### src/rtl/hri_pkg.sv
`timescale 1ns / 1ps
`default_nettype none
// ----------------------------------------------------------------------------
// hri_pkg
// Shared types, widths and constant tables for the Halton radical inverse
// block: prime bases, their fixed-point reciprocals and the command and
// status types that pass between the controller and the datapath.
// ----------------------------------------------------------------------------
package hri_pkg;

  // Field and datapath widths.
  localparam int IDX_W     = 32;  // sample index
  localparam int DIM_W     = 5;   // dimension number
  localparam int FRAC_W    = 32;  // output fraction
  localparam int N_W       = IDX_W + 1;  // sequence index, never wraps
  localparam int BASE_W    = 9;   // largest prime is 311
  localparam int RECIP_W   = 32;
  localparam int ACC_W     = 64;
  localparam int MUL_A_W   = N_W - 16;  // upper slice of the index
  localparam int QUO_W     = 32;
  localparam int DEN_W     = 42;  // b^k stays below 2^41
  localparam int REM_W     = BASE_W + 1;  // remainder before correction is below 2*b
  localparam int SEL_W     = 6;
  localparam int PRIME_COUNT = 64;
  localparam int DIV_CNT_W = $clog2(FRAC_W);

  localparam logic [DIV_CNT_W-1:0] DIV_LAST = DIV_CNT_W'(FRAC_W - 1);
  localparam logic [63:0] TWO_POW32 = 64'd1 << 32;

  // The first 64 primes.
  localparam logic [BASE_W-1:0] PRIME_TABLE [PRIME_COUNT] = '{
    9'd2,   9'd3,   9'd5,   9'd7,   9'd11,  9'd13,  9'd17,  9'd19,
    9'd23,  9'd29,  9'd31,  9'd37,  9'd41,  9'd43,  9'd47,  9'd53,
    9'd59,  9'd61,  9'd67,  9'd71,  9'd73,  9'd79,  9'd83,  9'd89,
    9'd97,  9'd101, 9'd103, 9'd107, 9'd109, 9'd113, 9'd127, 9'd131,
    9'd137, 9'd139, 9'd149, 9'd151, 9'd157, 9'd163, 9'd167, 9'd173,
    9'd179, 9'd181, 9'd191, 9'd193, 9'd197, 9'd199, 9'd211, 9'd223,
    9'd227, 9'd229, 9'd233, 9'd239, 9'd241, 9'd251, 9'd257, 9'd263,
    9'd269, 9'd271, 9'd277, 9'd281, 9'd283, 9'd293, 9'd307, 9'd311
  };

  // Reciprocals floor(2^32 / p), folded at elaboration.
  localparam logic [RECIP_W-1:0] RECIP_TABLE [PRIME_COUNT] = '{
    32'(TWO_POW32 / PRIME_TABLE[0]),  32'(TWO_POW32 / PRIME_TABLE[1]),
    32'(TWO_POW32 / PRIME_TABLE[2]),  32'(TWO_POW32 / PRIME_TABLE[3]),
    32'(TWO_POW32 / PRIME_TABLE[4]),  32'(TWO_POW32 / PRIME_TABLE[5]),
    32'(TWO_POW32 / PRIME_TABLE[6]),  32'(TWO_POW32 / PRIME_TABLE[7]),
    32'(TWO_POW32 / PRIME_TABLE[8]),  32'(TWO_POW32 / PRIME_TABLE[9]),
    32'(TWO_POW32 / PRIME_TABLE[10]), 32'(TWO_POW32 / PRIME_TABLE[11]),
    32'(TWO_POW32 / PRIME_TABLE[12]), 32'(TWO_POW32 / PRIME_TABLE[13]),
    32'(TWO_POW32 / PRIME_TABLE[14]), 32'(TWO_POW32 / PRIME_TABLE[15]),
    32'(TWO_POW32 / PRIME_TABLE[16]), 32'(TWO_POW32 / PRIME_TABLE[17]),
    32'(TWO_POW32 / PRIME_TABLE[18]), 32'(TWO_POW32 / PRIME_TABLE[19]),
    32'(TWO_POW32 / PRIME_TABLE[20]), 32'(TWO_POW32 / PRIME_TABLE[21]),
    32'(TWO_POW32 / PRIME_TABLE[22]), 32'(TWO_POW32 / PRIME_TABLE[23]),
    32'(TWO_POW32 / PRIME_TABLE[24]), 32'(TWO_POW32 / PRIME_TABLE[25]),
    32'(TWO_POW32 / PRIME_TABLE[26]), 32'(TWO_POW32 / PRIME_TABLE[27]),
    32'(TWO_POW32 / PRIME_TABLE[28]), 32'(TWO_POW32 / PRIME_TABLE[29]),
    32'(TWO_POW32 / PRIME_TABLE[30]), 32'(TWO_POW32 / PRIME_TABLE[31]),
    32'(TWO_POW32 / PRIME_TABLE[32]), 32'(TWO_POW32 / PRIME_TABLE[33]),
    32'(TWO_POW32 / PRIME_TABLE[34]), 32'(TWO_POW32 / PRIME_TABLE[35]),
    32'(TWO_POW32 / PRIME_TABLE[36]), 32'(TWO_POW32 / PRIME_TABLE[37]),
    32'(TWO_POW32 / PRIME_TABLE[38]), 32'(TWO_POW32 / PRIME_TABLE[39]),
    32'(TWO_POW32 / PRIME_TABLE[40]), 32'(TWO_POW32 / PRIME_TABLE[41]),
    32'(TWO_POW32 / PRIME_TABLE[42]), 32'(TWO_POW32 / PRIME_TABLE[43]),
    32'(TWO_POW32 / PRIME_TABLE[44]), 32'(TWO_POW32 / PRIME_TABLE[45]),
    32'(TWO_POW32 / PRIME_TABLE[46]), 32'(TWO_POW32 / PRIME_TABLE[47]),
    32'(TWO_POW32 / PRIME_TABLE[48]), 32'(TWO_POW32 / PRIME_TABLE[49]),
    32'(TWO_POW32 / PRIME_TABLE[50]), 32'(TWO_POW32 / PRIME_TABLE[51]),
    32'(TWO_POW32 / PRIME_TABLE[52]), 32'(TWO_POW32 / PRIME_TABLE[53]),
    32'(TWO_POW32 / PRIME_TABLE[54]), 32'(TWO_POW32 / PRIME_TABLE[55]),
    32'(TWO_POW32 / PRIME_TABLE[56]), 32'(TWO_POW32 / PRIME_TABLE[57]),
    32'(TWO_POW32 / PRIME_TABLE[58]), 32'(TWO_POW32 / PRIME_TABLE[59]),
    32'(TWO_POW32 / PRIME_TABLE[60]), 32'(TWO_POW32 / PRIME_TABLE[61]),
    32'(TWO_POW32 / PRIME_TABLE[62]), 32'(TWO_POW32 / PRIME_TABLE[63])
  };

  // Datapath operations issued by the controller.
  typedef enum logic [3:0] {
    OP_NONE,
    OP_START,
    OP_SETUP,
    OP_MUL_LO,
    OP_MUL_HI,
    OP_MUL_QB,
    OP_FIX,
    OP_DIV,
    OP_SAVE_X,
    OP_LOAD_OUT
  } op_t;

  // Controller states.
  typedef enum logic [3:0] {
    S_IDLE,
    S_SETUP,
    S_MUL_LO,
    S_MUL_HI,
    S_MUL_QB,
    S_FIX,
    S_DIV,
    S_SAVE,
    S_OUT
  } state_t;

  typedef struct packed {
    op_t  op;
    logic axis;  // 0 selects the first base, 1 the second
  } cmd_t;

  typedef struct packed {
    logic last_digit;  // the quotient after this digit step is zero
  } status_t;

endpackage
`default_nettype wire

### src/rtl/hri_ctrl.sv
`timescale 1ns / 1ps
`default_nettype none
// ----------------------------------------------------------------------------
// hri_ctrl
// Controller state machine: sequences the digit loop, the long division and
// the output register for both axes, and runs the item handshakes.
// ----------------------------------------------------------------------------
module hri_ctrl (
  input  wire logic             clk,
  input  wire logic             rst,
  input  wire logic             in_valid,
  output logic                  in_stall,
  output logic                  out_valid,
  input  wire logic             out_stall,
  output hri_pkg::cmd_t         cmd,
  input  wire hri_pkg::status_t status
);
  import hri_pkg::*;

  state_t                state;
  state_t                state_next;
  logic                  axis;
  logic                  axis_next;
  logic [DIV_CNT_W-1:0]  div_cnt;
  logic [DIV_CNT_W-1:0]  div_cnt_next;
  logic                  out_valid_next;

  // State and counter registers.
  always_ff @(posedge clk) begin
    if (rst) begin
      state     <= S_IDLE;
      axis      <= 1'b0;
      div_cnt   <= '0;
      out_valid <= 1'b0;
    end else begin
      state     <= state_next;
      axis      <= axis_next;
      div_cnt   <= div_cnt_next;
      out_valid <= out_valid_next;
    end
  end

  // Next state and datapath commands.
  always_comb begin
    state_next     = state;
    axis_next      = axis;
    div_cnt_next   = div_cnt;
    cmd.op         = OP_NONE;
    cmd.axis       = axis;
    in_stall       = 1'b1;
    out_valid_next = out_valid & out_stall;

    unique case (state)
      S_IDLE: begin
        in_stall = 1'b0;
        if (in_valid) begin
          cmd.op     = OP_START;
          axis_next  = 1'b0;
          state_next = S_SETUP;
        end
      end
      S_SETUP: begin
        cmd.op     = OP_SETUP;
        state_next = S_MUL_LO;
      end
      S_MUL_LO: begin
        cmd.op     = OP_MUL_LO;
        state_next = S_MUL_HI;
      end
      S_MUL_HI: begin
        cmd.op     = OP_MUL_HI;
        state_next = S_MUL_QB;
      end
      S_MUL_QB: begin
        cmd.op     = OP_MUL_QB;
        state_next = S_FIX;
      end
      S_FIX: begin
        cmd.op = OP_FIX;
        if (status.last_digit) begin
          div_cnt_next = '0;
          state_next   = S_DIV;
        end else begin
          state_next = S_MUL_LO;
        end
      end
      S_DIV: begin
        cmd.op       = OP_DIV;
        div_cnt_next = div_cnt + 1'b1;
        if (div_cnt == DIV_LAST) begin
          state_next = S_SAVE;
        end
      end
      S_SAVE: begin
        if (!axis) begin
          cmd.op     = OP_SAVE_X;
          axis_next  = 1'b1;
          state_next = S_SETUP;
        end else begin
          state_next = S_OUT;
        end
      end
      S_OUT: begin
        // The result register frees up when its item is taken.
        if (!out_valid || !out_stall) begin
          cmd.op         = OP_LOAD_OUT;
          out_valid_next = 1'b1;
          state_next     = S_IDLE;
        end
      end
      default: begin
        state_next = S_IDLE;
      end
    endcase
  end

endmodule
`default_nettype wire

### src/rtl/hri_datapath.sv
`timescale 1ns / 1ps
`default_nettype none
// ----------------------------------------------------------------------------
// hri_datapath
// Digit extractor (reciprocal multiply with one correction), reversed-digit
// numerator and denominator registers, a one-bit-per-cycle restoring divider
// and the result registers.
// ----------------------------------------------------------------------------
module hri_datapath (
  input  wire logic                          clk,
  input  wire hri_pkg::cmd_t                 cmd,
  output hri_pkg::status_t                   status,
  input  wire logic [hri_pkg::IDX_W-1:0]     sample_index,
  input  wire logic [hri_pkg::DIM_W-1:0]     dimension,
  output logic      [hri_pkg::FRAC_W-1:0]    x_fraction,
  output logic      [hri_pkg::FRAC_W-1:0]    y_fraction
);
  import hri_pkg::*;

  logic [N_W-1:0]      n0;        // sequence index of the current item
  logic [DIM_W-1:0]    dim;
  logic [N_W-1:0]      n;         // index still to be taken apart
  logic [BASE_W-1:0]   base;
  logic [RECIP_W-1:0]  recip;
  logic [ACC_W-1:0]    acc;
  logic [N_W-1:0]      qb;
  logic [DEN_W-1:0]    numb;
  logic [DEN_W-1:0]    denb;
  logic [DEN_W-1:0]    num;
  logic [DEN_W-1:0]    den;
  logic [QUO_W-1:0]    quo;
  logic [FRAC_W-1:0]   x_hold;

  logic [SEL_W-1:0]            sel;
  logic [MUL_A_W-1:0]          mul_a;
  logic [MUL_A_W+RECIP_W-1:0]  prod;
  logic [QUO_W-1:0]            q_est;
  logic [QUO_W+BASE_W-1:0]     qb_full;
  logic [DEN_W+BASE_W-1:0]     numb_full;
  logic [DEN_W+BASE_W-1:0]     denb_full;
  logic [N_W-1:0]              r_full;
  logic [REM_W-1:0]            r;
  logic                        r_ge;
  logic [REM_W-1:0]            digit;
  logic [QUO_W-1:0]            q_fix;
  logic [DEN_W:0]              shifted;
  logic                        div_ge;

  // Base pair sits at consecutive table entries for each dimension.
  assign sel = {dim, cmd.axis};

  // Shared multiplier for the two halves of index times reciprocal.
  assign mul_a = (cmd.op == OP_MUL_HI) ? n[N_W-1:16] : {{(MUL_A_W-16){1'b0}}, n[15:0]};
  assign prod  = mul_a * recip;

  // Quotient estimate is low by at most one.
  assign q_est     = acc[ACC_W-1:ACC_W-QUO_W];
  assign qb_full   = q_est * base;
  assign numb_full = num * base;
  assign denb_full = den * base;

  // Remainder with a single correction step.
  assign r_full = n - qb;
  assign r      = r_full[REM_W-1:0];
  assign r_ge   = (r >= {1'b0, base});
  assign digit  = r_ge ? (r - {1'b0, base}) : r;
  assign q_fix  = q_est + QUO_W'(r_ge);

  assign status.last_digit = (q_fix == '0);

  // Restoring division step.
  assign shifted = {num, 1'b0};
  assign div_ge  = (shifted >= {1'b0, den});

  // Datapath registers.
  always_ff @(posedge clk) begin
    case (cmd.op)
      OP_START: begin
        n0  <= {1'b0, sample_index} + N_W'(1);
        dim <= dimension;
      end
      OP_SETUP: begin
        n     <= n0;
        base  <= PRIME_TABLE[sel];
        recip <= RECIP_TABLE[sel];
        num   <= '0;
        den   <= DEN_W'(1);
      end
      OP_MUL_LO: begin
        acc <= ACC_W'(prod);
      end
      OP_MUL_HI: begin
        acc <= acc + ACC_W'({prod, 16'b0});
      end
      OP_MUL_QB: begin
        qb   <= qb_full[N_W-1:0];
        numb <= numb_full[DEN_W-1:0];
        denb <= denb_full[DEN_W-1:0];
      end
      OP_FIX: begin
        // Append the digit below the reversed digits taken so far.
        n   <= {1'b0, q_fix};
        num <= numb + DEN_W'(digit);
        den <= denb;
      end
      OP_DIV: begin
        num <= div_ge ? DEN_W'(shifted - {1'b0, den}) : shifted[DEN_W-1:0];
        quo <= {quo[QUO_W-2:0], div_ge};
      end
      OP_SAVE_X: begin
        x_hold <= quo;
      end
      OP_LOAD_OUT: begin
        x_fraction <= x_hold;
        y_fraction <= quo;
      end
      default: begin
      end
    endcase
  end

endmodule
`default_nettype wire

### src/rtl/halton_radical_inverse.sv
`timescale 1ns / 1ps
`default_nettype none
// An item is accepted only in S_IDLE and runs through S_OUT before the next is taken.
// The digit counts kx and ky of (sample_index + 1) in the two bases are at most 33 each.
// Each digit steps through S_MUL_LO, S_MUL_HI, S_MUL_QB and S_FIX on the shared
// reciprocal multiplier, and each axis then runs a 32-bit restoring divider.
// A new item is taken while the previous result waits in the output register.
// Reset (rst, synchronous) clears the controller and out_valid only.
// ----------------------------------------------------------------------------
// halton_radical_inverse
// Two-coordinate Halton point generator: mirrors the digits of the sequence
// index in two prime bases chosen by the dimension number.
// ----------------------------------------------------------------------------
module halton_radical_inverse (
  input  wire logic                        clk,
  input  wire logic                        rst,
  input  wire logic                        in_valid,
  output logic                             in_stall,
  input  wire logic [hri_pkg::IDX_W-1:0]   sample_index,
  input  wire logic [hri_pkg::DIM_W-1:0]   dimension,
  output logic                             out_valid,
  input  wire logic                        out_stall,
  output logic      [hri_pkg::FRAC_W-1:0]  x_fraction,
  output logic      [hri_pkg::FRAC_W-1:0]  y_fraction
);
  import hri_pkg::*;

  cmd_t    cmd;
  status_t status;

  // Sequencer.
  hri_ctrl u_ctrl (
    .clk       (clk),
    .rst       (rst),
    .in_valid  (in_valid),
    .in_stall  (in_stall),
    .out_valid (out_valid),
    .out_stall (out_stall),
    .cmd       (cmd),
    .status    (status)
  );

  // Arithmetic and result registers.
  hri_datapath u_datapath (
    .clk          (clk),
    .cmd          (cmd),
    .status       (status),
    .sample_index (sample_index),
    .dimension    (dimension),
    .x_fraction   (x_fraction),
    .y_fraction   (y_fraction)
  );

endmodule
`default_nettype wire
### config.mk
export PLATFORM = sky130hd
export DESIGN_NAME = halton_radical_inverse
export DESIGN_NICKNAME = d
export VERILOG_FILES = /design/src/rtl/hri_pkg.sv /design/src/rtl/hri_ctrl.sv /design/src/rtl/hri_datapath.sv /design/src/rtl/halton_radical_inverse.sv
export SDC_FILE = /design/constraint.sdc
export NUM_CORES = 2
export LEC_CHECK = 0
export BUFFER_PORTS_ARGS = -buffer_cell sky130_fd_sc_hd__buf_2
export CORE_UTILIZATION = 66
export CTS_CLUSTER_DIAMETER = 80
export DETAILED_ROUTE_END_ITERATION = 8
export PLACE_DENSITY = 0.83
export SETUP_SLACK_MARGIN = 0.05
export SYNTH_ARGS = -nofsm -noshare
export SYNTH_HDL_FRONTEND = slang
export SYNTH_HIERARCHICAL = 1
export SYNTH_SLANG_ARGS = --single-unit
### constraint.sdc
create_clock -name clk -period 16.1 [get_ports clk]
set_clock_uncertainty 0.05 [all_clocks]
set_input_delay 2.415 -clock clk [delete_from_list [all_inputs] [get_ports clk]]
set_output_delay 2.415 -clock clk [all_outputs]
set_load 0.01 [all_outputs]
==> impl_metrics.json <==
{
  "layout_min_cycle_time_ns": 13.68,
  "hpwl_um": 134000,
  "max_freq_ghz": 0.0731,
  "yosysWarnings": 6,
  "synth_area_per_cell_um2": 9.07,
  "numCtsBuffers": 56,
  "path_max_fanout": 43,
  "dr.first_iter.drc_count": 4850,
  "dp.cells": 8291,
  "rsz0062_at_grt": "no",
  "synthDistinctLibCells": 99,
  "multi_input_area_um2": 45200,
  "slew_violations": 0,
  "fp.dieW_um": 317,
  "layout.cells.non_filler": 8394,
  "mostFrequentLayoutCells": "nand2_1, inv_1, fa_1",
  "ctsRootBufferMaster": "clkbuf_16",
  "crit_path_frequent_cell": "fa_1",
  "cp_data_required_time_ns": 16.45,
  "cts_num_sinks": 477,
  "yosys_register_bits": 477,
  "arrival_ns": 14.04,
  "drtPass1Iterations": 7,
  "globalplace.congestion": 0.981,
  "status": "complete, no violations",
  "io_pins": 107,
  "hold_buffers": 0,
  "register_area_um2": 14200,
  "synth_area_um2": 65300,
  "grt_usage_pct": 36.3,
  "clock_latency_ns": 0.68,
  "seq_area_frac_synth_pct": 21.8,
  "final-hold-violation-count": 0,
  "grt_max_degree": 117,
  "cpMaxStageDelayCell": "nand2_1",
  "die_y_um": 317,
  "area_growth_pct": 5.01,
  "synth_top_flop_cell": "edfxtp_1",
  "grt_overflow": 0,
  "antenna_left": 0,
  "final.period_utilization_pct": 85.0,
  "post_drt_wl_per_cell_um": 21.2,
  "r2r_cells": 44,
  "routed_wl_um": 178000,
  "hold_path_class": "reg2reg",
  "io_buffers": 106,
  "drive_above_1_share_pct": 4.63,
  "antenna_found_initial": 2,
  "grt_pass1_vias": 53200,
  "hold_slack_ns": 0.355,
  "clockBufferDepth": 3,
  "maxCapViolCount": 0,
  "endpoint_kind": "register",
  "clkTransAtPathRegs_ns": 0.06,
  "max_slew_margin_pct": 16.3,
  "pre_cts_ws_ns": 2.07,
  "die-area_um2": 100000,
  "synthCells": 7201,
  "setup-tns-final_ns": 0,
  "fillCellCount": 7284,
  "start_kind": "input port",
  "initial_utilization_pct": 66.5,
  "path_depth": 45,
  "cp_slowest_stage_delay_ns": 0.87,
  "cpLargestDelayFamily": "compound AO/OA/AOI/OAI gates",
  "ctsResizeCount": 0,
  "synth_fp_nets": 8596,
  "core.rowCount": 115,
  "cts_tree": "yes",
  "synth_edf_count": 466,
  "synthArstFlopShare_pct": 0,
  "tightestPinTransition_ns": 1.25,
  "core_um2": 98300,
  "cts_setup_buffers": 0,
  "drc": 0,
  "crit_type": "in2reg",
  "layout_commonest_cell": "nand2_1",
  "setup_violations": 0,
  "worst_slack_ns": 2.42,
  "layout.nets": 8457,
  "grt_first_pass_wirelength_um": 283000,
  "vias": 51400,
  "cts.htree.levels": 2,
  "vias_per_cell": 6.12,
  "path_buf_inv": 8,
  "holdPathStages": 0
}
logic make-up (layout without fill, tap and decap cells):
| kind of cell | Yosys count | after routing | synth area share [%] |
|---|---|---|---|
| compound gates | 1034 | 1034 | 10.0 |
| simple gates | 2359 | 2359 | 16.3 |
| mux | 47 | 47 | 0.837 |
| buf+inv | 1576 | 1481 | 9.15 |
| xor+xnor | 354 | 354 | 4.77 |
| fa+ha+maj | 1354 | 1354 | 37.2 |
| flops | 477 | 477 | 21.8 |
| other cells | 0 | 1 | 0 |
metrics by stage:
stage               util, %  area [um2]
finish                 69.8       68600
global route           69.8       68600
CTS                    69.8       68600
detailed placement     67.8       66600
global placement       67.8       66600
floorplan                 -       65300
layout make-up:
| type | instances | area share, % |
|---|---|---|
| Multi-Input combinational cell | 5148 | 65.9 |
| Sequential cell | 477 | 20.7 |
| Inverter | 1214 | 6.65 |
| Tap cell | 1287 | 2.35 |
| Clock buffer | 61 | 2.07 |
| Timing Repair Buffer | 165 | 1.47 |
| Clock inverter | 41 | 0.828 |
| Antenna cell | 1 | 0.00365 |
synthesized netlist by cell type (31+ instances only):
library cell / instances / area share [%]
a211oi_1: 36 / 0.41
a21o_1: 117 / 1.3
a21oi_1: 285 / 2.2
a31oi_1: 34 / 0.33
and2_1: 294 / 2.8
and3_1: 106 / 1.0
buf_1: 46 / 0.26
clkbuf_1: 299 / 1.7
edfxtp_1: 466 / 21
fa_1: 977 / 30
ha_1: 377 / 7.2
inv_1: 1212 / 7.0
mux2i_1: 31 / 0.48
nand2_1: 1242 / 7.1
nand2b_1: 40 / 0.38
nand3_1: 110 / 0.84
nand4_1: 45 / 0.43
nor2_1: 360 / 2.1
nor2b_1: 41 / 0.39
nor3_1: 56 / 0.43
o211ai_1: 33 / 0.38
o21a_1: 35 / 0.40
o21ai_0: 259 / 2.0
o21bai_1: 38 / 0.44
o22ai_1: 36 / 0.34
xnor2_1: 235 / 3.2
xor2_1: 118 / 1.6
per-layer routing:
layer	GRT usage, %	vias to the layer above	share of wire [%]
met3	6.88	613	9.4
li1	-	22700	-
met4	18.6	4	5.5
met5	0	-	0.014
met2	60.0	2818	48
met1	45.7	25300	38
state kept, by name, indices dropped and copies added (netlist names), 4 cells and up:
signal                 count
u_datapath/n0             33
u_datapath/n              33
u_datapath/x_fraction     32
u_ctrl/div_cnt             5
u_datapath/base            9
u_datapath/y_fraction     32
u_datapath/qb             10
u_datapath/denb           42
u_ctrl/state               4
u_datapath/quo            32
u_datapath/recip          32
u_datapath/num            42
u_datapath/acc            48
u_datapath/den            42
u_datapath/x_hold         32
u_datapath/numb           42
u_datapath/dim             5
path summary, 6_finish.rpt:
kind | endpoint | from | slack [ns]
worst max-delay path | u_datapath/acc[63] | out_stall | 2.42
worst min-delay path | u_datapath/x_fraction[5] | u_datapath/x_hold[5] | 0.36
worst max register to register | u_datapath/acc[63] | u_ctrl/state[3] | 3.45
worst min register to register | u_datapath/x_fraction[5] | u_datapath/x_hold[5] | 0.36
Power is left out: the tool's default activity adds up to more than one toggle a clock period on the data nets, which glitch-free logic cannot reach.
